File: config.mk
export PLATFORM = sky130hd
export DESIGN_NAME = button_mask_to_hid_keyboard_report_top
export DESIGN_NICKNAME = d
export VERILOG_FILES = /design/src/bkr_pkg.sv /design/src/button_mask_to_hid_keyboard_report_top.sv /design/src/bkr_ram.sv /design/src/bkr_engine.sv
export SDC_FILE = /design/constraint.sdc
export NUM_CORES = 1
export LEC_CHECK = 0
export BUFFER_PORTS_ARGS = -buffer_cell sky130_fd_sc_hd__buf_2
export CORE_ASPECT_RATIO = 0.7
export CORE_MARGIN = 2
export CORE_UTILIZATION = 45
export CTS_CLUSTER_DIAMETER = 80
export DETAILED_ROUTE_END_ITERATION = 10
export PLACE_DENSITY = 0.7
export SLEW_MARGIN = 0
export SYNTH_ARGS = -nofsm -noshare
export SYNTH_HDL_FRONTEND = slang
export SYNTH_SLANG_ARGS = --single-unit
File: constraint.sdc
create_clock -name clk -period 4.9 [get_ports clk]
set_input_delay 0.98 -clock clk [delete_from_list [all_inputs] [get_ports clk]]
set_output_delay 0.98 -clock clk [all_outputs]
set_load 0.03 [all_outputs]
File: src/bkr_pkg.sv
`timescale 1ns / 1ps
// ----------------------------------------------------------------------------
// bkr_pkg
// Shared types, constants and the button index remap for the keyboard
// report block.
// ----------------------------------------------------------------------------
package bkr_pkg;

  localparam int NUM_KEYS_DEF        = 12;
  localparam int MAX_REPORT_KEYS_DEF = 6;

  localparam int SLOT_COUNT = 6;
  localparam int MAP_SIZE   = 12;
  localparam int LIM_W      = 5;   // holds the largest key count, 15, with a spare bit

  localparam logic [7:0] GUI_KEYCODE  = 8'hE3;
  localparam logic [7:0] GUI_MOD_BIT  = 8'h08;
  localparam logic [3:0] ACTIVE_RESET = 4'd12;

  localparam logic ACT_REPORT = 1'b0;
  localparam logic ACT_ASSIGN = 1'b1;

  typedef struct packed {
    logic [7:0] new_keycode;
    logic [7:0] new_modifier;
    logic [7:0] button_number;
    logic [11:0] buttons;
    logic        action;
  } in_item_t;

  typedef struct packed {
    logic                           rejected;
    logic [SLOT_COUNT-1:0][7:0]     keys;
    logic [7:0]                     modifier;
  } result_t;

  // row-major host numbering to column-major table index
  function automatic logic [3:0] remap(input logic [3:0] num);
    logic [3:0] idx;
    unique case (num)
      4'd0:    idx = 4'd0;
      4'd1:    idx = 4'd3;
      4'd2:    idx = 4'd6;
      4'd3:    idx = 4'd9;
      4'd4:    idx = 4'd1;
      4'd5:    idx = 4'd4;
      4'd6:    idx = 4'd7;
      4'd7:    idx = 4'd10;
      4'd8:    idx = 4'd2;
      4'd9:    idx = 4'd5;
      4'd10:   idx = 4'd8;
      4'd11:   idx = 4'd11;
      default: idx = 4'd0;
    endcase
    return idx;
  endfunction

endpackage

File: src/button_mask_to_hid_keyboard_report_top.sv
`timescale 1ns / 1ps
// ----------------------------------------------------------------------------
// button_mask_to_hid_keyboard_report_top
// Builds 6-key keyboard reports from a pressed-button mask using a writable
// key assignment table.
// ----------------------------------------------------------------------------
// Usage:
//   Requests enter on the s_ channel. s_tuser selects the operation: a
//   report request scans the button mask over the key table, an assign
//   request stores a modifier and keycode for one host button number.
//   Each request gives exactly one result on the m_ channel.
//   A report request reads the table one entry per cycle over the first
//   min(active_buttons, NUM_KEYS) entries and then has its result ready;
//   an assign request goes straight to its result. One request is in
//   work at a time; s_tready rises again as soon as its result moves into
//   the output register. A result waiting in the output register does
//   not stop the next request: only when a second result is ready while
//   the first is still held does the block wait, with s_tready low, until
//   m_tready. Reset clears the table (through per-entry valid bits),
//   sets active_buttons to 12 and empties the output register. The user
//   must write active_buttons with cfg_we only while the block is idle;
//   the block itself does not enforce this.
// ----------------------------------------------------------------------------
module button_mask_to_hid_keyboard_report_top
  import bkr_pkg::*;
#(
  parameter int NUM_KEYS        = NUM_KEYS_DEF,
  parameter int MAX_REPORT_KEYS = MAX_REPORT_KEYS_DEF
) (
  input  logic        clk,
  input  logic        rst,
  input  logic        cfg_we,
  input  logic [3:0]  cfg_wdata,
  input  logic        s_tvalid,
  output logic        s_tready,
  // buttons[11:0], button_number[19:12], new_modifier[27:20],
  // new_keycode[35:28], zero[39:36]
  input  logic [39:0] s_tdata,
  // action[0]
  input  logic [0:0]  s_tuser,
  output logic        m_tvalid,
  input  logic        m_tready,
  // report_modifier[7:0], key_one[15:8], key_two[23:16], key_three[31:24],
  // key_four[39:32], key_five[47:40], key_six[55:48]
  output logic [55:0] m_tdata,
  // assign_rejected[0]
  output logic [0:0]  m_tuser
);

  logic [3:0] active_buttons;
  in_item_t   item;
  result_t    res;
  logic       res_valid;
  logic       res_take;

  always_ff @(posedge clk) begin
    if (rst) begin
      active_buttons <= ACTIVE_RESET;
    end else if (cfg_we) begin
      active_buttons <= cfg_wdata;
    end
  end

  assign item.action        = s_tuser[0];
  assign item.buttons       = s_tdata[11:0];
  assign item.button_number = s_tdata[19:12];
  assign item.new_modifier  = s_tdata[27:20];
  assign item.new_keycode   = s_tdata[35:28];

  bkr_engine #(
    .NUM_KEYS        (NUM_KEYS),
    .MAX_REPORT_KEYS (MAX_REPORT_KEYS)
  ) u_engine (
    .clk            (clk),
    .rst            (rst),
    .item           (item),
    .item_valid     (s_tvalid),
    .item_ready     (s_tready),
    .active_buttons (active_buttons),
    .res            (res),
    .res_valid      (res_valid),
    .res_take       (res_take)
  );

  assign res_take = !m_tvalid || m_tready;

  always_ff @(posedge clk) begin
    if (rst) begin
      m_tvalid <= 1'b0;
    end else if (res_valid && res_take) begin
      m_tvalid <= 1'b1;
    end else if (m_tready) begin
      m_tvalid <= 1'b0;
    end
  end

  always_ff @(posedge clk) begin
    if (res_valid && res_take) begin
      m_tdata <= {res.keys, res.modifier};
      m_tuser <= res.rejected;
    end
  end

`ifndef ASSERT_OFF
  a_busy_after_accept: assert property (@(posedge clk) disable iff (rst)
    s_tvalid && s_tready |=> !s_tready)
    else $error("request accepted while previous one still in work");

  a_reject_is_empty: assert property (@(posedge clk) disable iff (rst)
    m_tvalid && m_tuser[0] |-> m_tdata == 56'h0)
    else $error("rejected assign carries report data");

  a_result_loaded: assert property (@(posedge clk) disable iff (rst)
    res_valid && res_take |=> m_tvalid)
    else $error("finished result not presented");

  a_ready_excl_done: assert property (@(posedge clk) disable iff (rst)
    s_tready |-> !res_valid)
    else $error("ready while a result is pending");
`endif

endmodule

File: src/bkr_ram.sv
`timescale 1ns / 1ps
// ----------------------------------------------------------------------------
// bkr_ram
// Generic single-write, single-read RAM with registered read data.
// ----------------------------------------------------------------------------
module bkr_ram #(
  parameter int WIDTH = 16,
  parameter int DEPTH = 12,
  localparam int AW = (DEPTH > 1) ? $clog2(DEPTH) : 1
) (
  input  logic             clk,
  input  logic             we,
  input  logic [AW-1:0]    waddr,
  input  logic [WIDTH-1:0] wdata,
  input  logic             re,
  input  logic [AW-1:0]    raddr,
  output logic [WIDTH-1:0] rdata
);

  logic [WIDTH-1:0] mem [DEPTH];

  always_ff @(posedge clk) begin
    if (we) begin
      mem[waddr] <= wdata;
    end
    if (re) begin
      rdata <= mem[raddr];
    end
  end

endmodule

File: src/bkr_engine.sv
`timescale 1ns / 1ps
// ----------------------------------------------------------------------------
// bkr_engine
// Key table sequencer: writes assignments and walks the table one entry
// per cycle to build a report.
// ----------------------------------------------------------------------------
module bkr_engine
  import bkr_pkg::*;
#(
  parameter int NUM_KEYS        = NUM_KEYS_DEF,
  parameter int MAX_REPORT_KEYS = MAX_REPORT_KEYS_DEF
) (
  input  logic       clk,
  input  logic       rst,
  input  in_item_t   item,
  input  logic       item_valid,
  output logic       item_ready,
  input  logic [3:0] active_buttons,
  output result_t    res,
  output logic       res_valid,
  input  logic       res_take
);

  localparam int IDX_W = (NUM_KEYS > 1) ? $clog2(NUM_KEYS) : 1;
  localparam int CNT_W = $clog2(NUM_KEYS + 1);

  localparam logic [1:0] ST_IDLE = 2'd0;
  localparam logic [1:0] ST_SCAN = 2'd1;
  localparam logic [1:0] ST_DONE = 2'd2;

  logic [1:0]          state;
  logic [CNT_W-1:0]    cnt;
  logic [CNT_W-1:0]    limit;
  logic [NUM_KEYS-1:0] mask;
  logic [NUM_KEYS-1:0] valid;
  logic                pend;
  logic                hit_q;
  logic [IDX_W-1:0]    idx_q;
  logic [2:0]          used;

  logic             accept;
  logic [3:0]       remap_idx;
  logic             wr_ok;
  logic [7:0]       wr_mod;
  logic [7:0]       wr_kc;
  logic             we;
  logic             issue;
  logic [15:0]      rdata;
  logic [15:0]      entry;
  logic             take;
  logic [LIM_W-1:0] lim_full;

  assign item_ready = (state == ST_IDLE);
  assign res_valid  = (state == ST_DONE);
  assign accept     = item_valid && item_ready;

  assign remap_idx = remap(item.button_number[3:0]);
  assign wr_ok     = (item.button_number < 8'(MAP_SIZE)) &&
                     ({1'b0, remap_idx} < LIM_W'(NUM_KEYS));

  // the gui keycode is folded into the modifier byte
  always_comb begin
    wr_mod = item.new_modifier;
    wr_kc  = item.new_keycode;
    if (item.new_keycode == GUI_KEYCODE) begin
      wr_mod = item.new_modifier | GUI_MOD_BIT;
      wr_kc  = 8'h00;
    end
  end

  assign we = accept && (item.action == ACT_ASSIGN) && wr_ok;

  assign lim_full = ({1'b0, active_buttons} > LIM_W'(NUM_KEYS)) ?
                    LIM_W'(NUM_KEYS) : {1'b0, active_buttons};

  assign issue = (state == ST_SCAN) && (cnt < limit);

  bkr_ram #(
    .WIDTH (16),
    .DEPTH (NUM_KEYS)
  ) u_table (
    .clk   (clk),
    .we    (we),
    .waddr (remap_idx[IDX_W-1:0]),
    .wdata ({wr_mod, wr_kc}),
    .re    (issue),
    .raddr (cnt[IDX_W-1:0]),
    .rdata (rdata)
  );

  // entries never written since reset read as zero
  assign entry = valid[idx_q] ? rdata : 16'h0000;
  assign take  = pend && hit_q && (used < 3'(MAX_REPORT_KEYS));

  always_ff @(posedge clk) begin
    if (rst) begin
      state <= ST_IDLE;
      valid <= '0;
      pend  <= 1'b0;
    end else begin
      pend <= issue;
      if (we) begin
        valid[remap_idx[IDX_W-1:0]] <= 1'b1;
      end
      unique case (state)
        ST_IDLE: begin
          if (accept) begin
            state <= (item.action == ACT_ASSIGN) ? ST_DONE : ST_SCAN;
          end
        end
        ST_SCAN: begin
          if (!issue && !pend) begin
            state <= ST_DONE;
          end
        end
        ST_DONE: begin
          if (res_take) begin
            state <= ST_IDLE;
          end
        end
        default: state <= ST_IDLE;
      endcase
    end
  end

  always_ff @(posedge clk) begin
    if (accept) begin
      cnt          <= '0;
      limit        <= lim_full[CNT_W-1:0];
      mask         <= NUM_KEYS'(item.buttons);
      used         <= 3'd0;
      res.modifier <= 8'h00;
      res.keys     <= '0;
      res.rejected <= (item.action == ACT_ASSIGN) && !wr_ok;
    end else begin
      if (issue) begin
        cnt <= cnt + 1'b1;
      end
      if (take) begin
        res.keys[used] <= entry[7:0];
        res.modifier   <= res.modifier | entry[15:8];
        used           <= used + 3'd1;
      end
    end
    hit_q <= mask[cnt[IDX_W-1:0]];
    idx_q <= cnt[IDX_W-1:0];
  end

endmodule

==> results.json <==
{
  "synth_area_leaders": "edfxtp_1 61%, dfxtp_1 13%, mux4_2 8.3%, o31ai_1 2.7%, nand3_1 1.9%",
  "ff2ff_setup_slack_ns": 1.88,
  "fin_worst_skew_ns": 0.0242,
  "die_h_um": 150,
  "crit_chain": "buf_2 > nand2_4 > clkinv_4 > nand2_4 > a2111oi_4 > nand4b_1 > inv_1",
  "tritoncts": "done",
  "syn_inst": 819,
  "drive_above_1_share": 0.262,
  "swShare": 0.208,
  "max_stage_delay_ns": 0.65,
  "synthMuxAreaShare": 0.102,
  "grt_pass1_vias": 7171,
  "cts-resized-gates": 0,
  "wl_per_cell_um": 20.0,
  "p_sw_mw": 1.36,
  "holdBufCountCts": 0,
  "place_congestion": 0.749,
  "maxCapViolations": 0,
  "synth_edf_count": 282,
  "slew-limit-headroom": 0.361,
  "yosysWarnings": 0,
  "holdWs_ns": 0.427,
  "seq_area_frac_synth": 0.742,
  "clkPwrFrac": 0.421,
  "worst_ep_required_time_ns": 5.04,
  "vias": 7309,
  "path_buf_inv": 3,
  "worstPathMaxFanout": 68,
  "synth_area_leader_cell": "edfxtp_1",
  "syn_area_um2": 13800,
  "cts_setup_buffers": 0,
  "yosysUniqueCellTypes": 55,
  "drtPass1Iterations": 5,
  "timing.rr.end": "u_engine.u_table.mem[3][5]$_DFFE_PP_",
  "ys_top_cells_by_count": "282 x edfxtp_1, 88 x dfxtp_1, 53 x nand2_1, 53 x nand3_1, 51 x mux4_2",
  "sequentialPowerShare": 0.530,
  "critical_path_class": "in2reg",
  "avgSynthCellArea_um2": 16.8,
  "grt_pass1_wl_um": 41600,
  "crit_family": "buffers and inverters",
  "setup_viol": 0,
  "period_minus_slack_ns": 3.10,
  "area_growth_pct": 15.8,
  "met3_wirelength_um": 1410,
  "critical_path_arrival_ns": 3.24,
  "core_area_um2": 30100,
  "synthSimpleGateAreaFrac": 0.0644,
  "wl_met1_um": 12700,
  "yosysMostFrequentCell": "edfxtp_1",
  "post-route-period-util": 0.632,
  "synth_top_area_frac": 0.614,
  "worstSkewPairLatency_ns": 0.52,
  "synthAdderAreaFrac": 0.00817,
  "die_area_um2": 32100,
  "path_common_cell": "nand2_4",
  "vias_per_cell": 5.35,
  "rr_worst_depth": 7,
  "ios": 109,
  "p_int_mw": 5.16,
  "core.rowCount": 53,
  "root_buffer": "clkbuf_16",
  "grt_max_degree": 69,
  "status": "completed",
  "p_per_area_nw_per_um2": 408,
  "min-delay-path-class": "reg2reg",
  "cts_sinks": 370,
  "synth-main-ff-cell": "edfxtp_1",
  "synth_compound_area_frac": 0.0611,
  "crit_slowest_cell": "inv_1",
  "hold_viol": 0,
  "peakVddDrop_v": 0.000222,
  "crit_path_start_kind": "input pin",
  "yosys.area_share.xor_xnor": 0.00191,
  "diodes": 0,
  "antenna_found_initial": 0,
  "synth_nets": 878,
  "ys_async_sr_fraction": 0,
  "die_x_um": 213,
  "start_util": 0.458,
  "drt_wl_total_um": 27300,
  "grt-ovfl-total": 0,
  "clk_pin_slew_ns": 0.06,
  "cts_buffer_depth": 3,
  "grt_usage": 0.174,
  "highest_layer": "met4",
  "hold_depth": 0,
  "layout.nets": 987,
  "synth_seq_cells": 370,
  "drt_iter0_drc": 622,
  "rsz0062_at_grt": "false",
  "portBuffers": 104,
  "power.leakage_nw": 5.30,
  "max_freq_mhz": 323,
  "synth_top_family_by_area": "multiplexers",
  "combinationalPowerShare": 0.049,
  "cp-end-kind": "flop",
  "htree_levels": 2,
  "ant_nets": 0,
  "r2r_start": "u_engine.state[0]$_SDFFE_PP0P_",
  "hold_end": "m_tuser$_DFFE_PP_",
  "hpwl_um": 16100,
  "cts_buffers": 35,
  "tns_ns": 0,
  "drc": 0,
  "holdCritStartpoint": "u_engine.res[56]$_DFFE_PP_",
  "slew_viol_final": 0,
  "worstMarginPinSlew_ns": 0.957,
  "routed-wl-met2_um": 12900
}
logic make-up (layout without fill, tap and decap cells):
kind of cell | Yosys count | after routing
AO/OA/AOI/OAI | 118 | 118
XOR/XNOR | 3 | 3
adder cells (fa/ha/maj) | 9 | 9
buffers and inverters | 66 | 201
flip-flops | 370 | 370
multiplexers | 77 | 77
AND/OR/NAND/NOR | 176 | 176
routing by layer:
metal / global-route usage / vias up
li1: - / 3413
met1: 0.255 / 3679
met2: 0.272 / 190
met3: 0.0334 / 27
met4: 0.0417 / 0
met5: 0 / -
flip-flops by register name (all words and copies together) (netlist names):
name and cells:
u_engine.cnt 4, u_engine.hit_q 1, u_engine.u_table.mem 192, m_tdata 56
active_buttons 4, u_engine.mask 12, u_engine.used 3, u_engine.pend 1
u_engine.res 57, u_engine.state 2, m_tvalid 1, u_engine.limit 4
m_tuser 1, u_engine.valid 12, u_engine.u_table.rdata 16, u_engine.idx_q 4
worst max path at each step:
stage,startpoint,endpoint,slack (ns),cells after the start
global placement,s_tvalid,u_engine.u_table.mem[3][10]$_DFFE_PP_,1.24,7
CTS,s_tvalid,u_engine.u_table.mem[3][6]$_DFFE_PP_,1.76,7
floorplan,m_tready,m_tdata[0]$_DFFE_PP_,1.01,2
finish,s_tvalid,u_engine.u_table.mem[3][5]$_DFFE_PP_,1.80,7
detailed placement,s_tvalid,u_engine.u_table.mem[3][10]$_DFFE_PP_,1.23,7
global route,s_tvalid,u_engine.u_table.mem[3][6]$_DFFE_PP_,1.61,7
power groups by stage:
stage               clock network [mW]  logic [mW]  registers [mW]
floorplan                            0       0.207            3.53
global placement                     0       0.317            3.52
detailed placement                   0       0.322            3.52
CTS                               2.80       0.324            3.46
global route                      2.92       0.346            3.46
finish                            2.74       0.319            3.45
stage by stage:
step                      cell area [um^2]  total power, mW  std cells  utilization  worst slack [ns]
after global placement               14800             3.84       1303        0.492              1.24
after detailed placement             14800             3.84       1303        0.492              1.23
after CTS                            16000             6.58       1366        0.530              1.76
after global routing                 16000             6.73       1366        0.530              1.61
after floorplan                      13800             3.74        819            -              1.01
final                                16000             6.52       1366        0.530              1.80
layout by cell type (no fill, tap or decap), drive strengths merged, types with 4 or more instances in the layout:
cell type,instances
edfxtp,282
buf,122
dfxtp,88
nand2,57
nand3,53
mux4,51
clkbuf,51
o31ai,49
o21ai,32
mux2i,25
nor2,18
inv,17
a21oi,13
nand2b,10
ha,9
nor3,9
nor2b,8
clkinv,7
and2,6
o21ba,6
bufinv,4
final cells by class:
type | instances | area (um^2)
Inverter | 16 | 65.1
Clock buffer | 51 | 987
Sequential cell | 370 | 10200
Clock inverter | 12 | 183
Fill cell | 2454 | 14100
Multi-Input combinational cell | 383 | 3330
Tap cell | 412 | 515
Timing Repair Buffer | 122 | 656
Note: power is estimated with default switching activity, not from simulation.
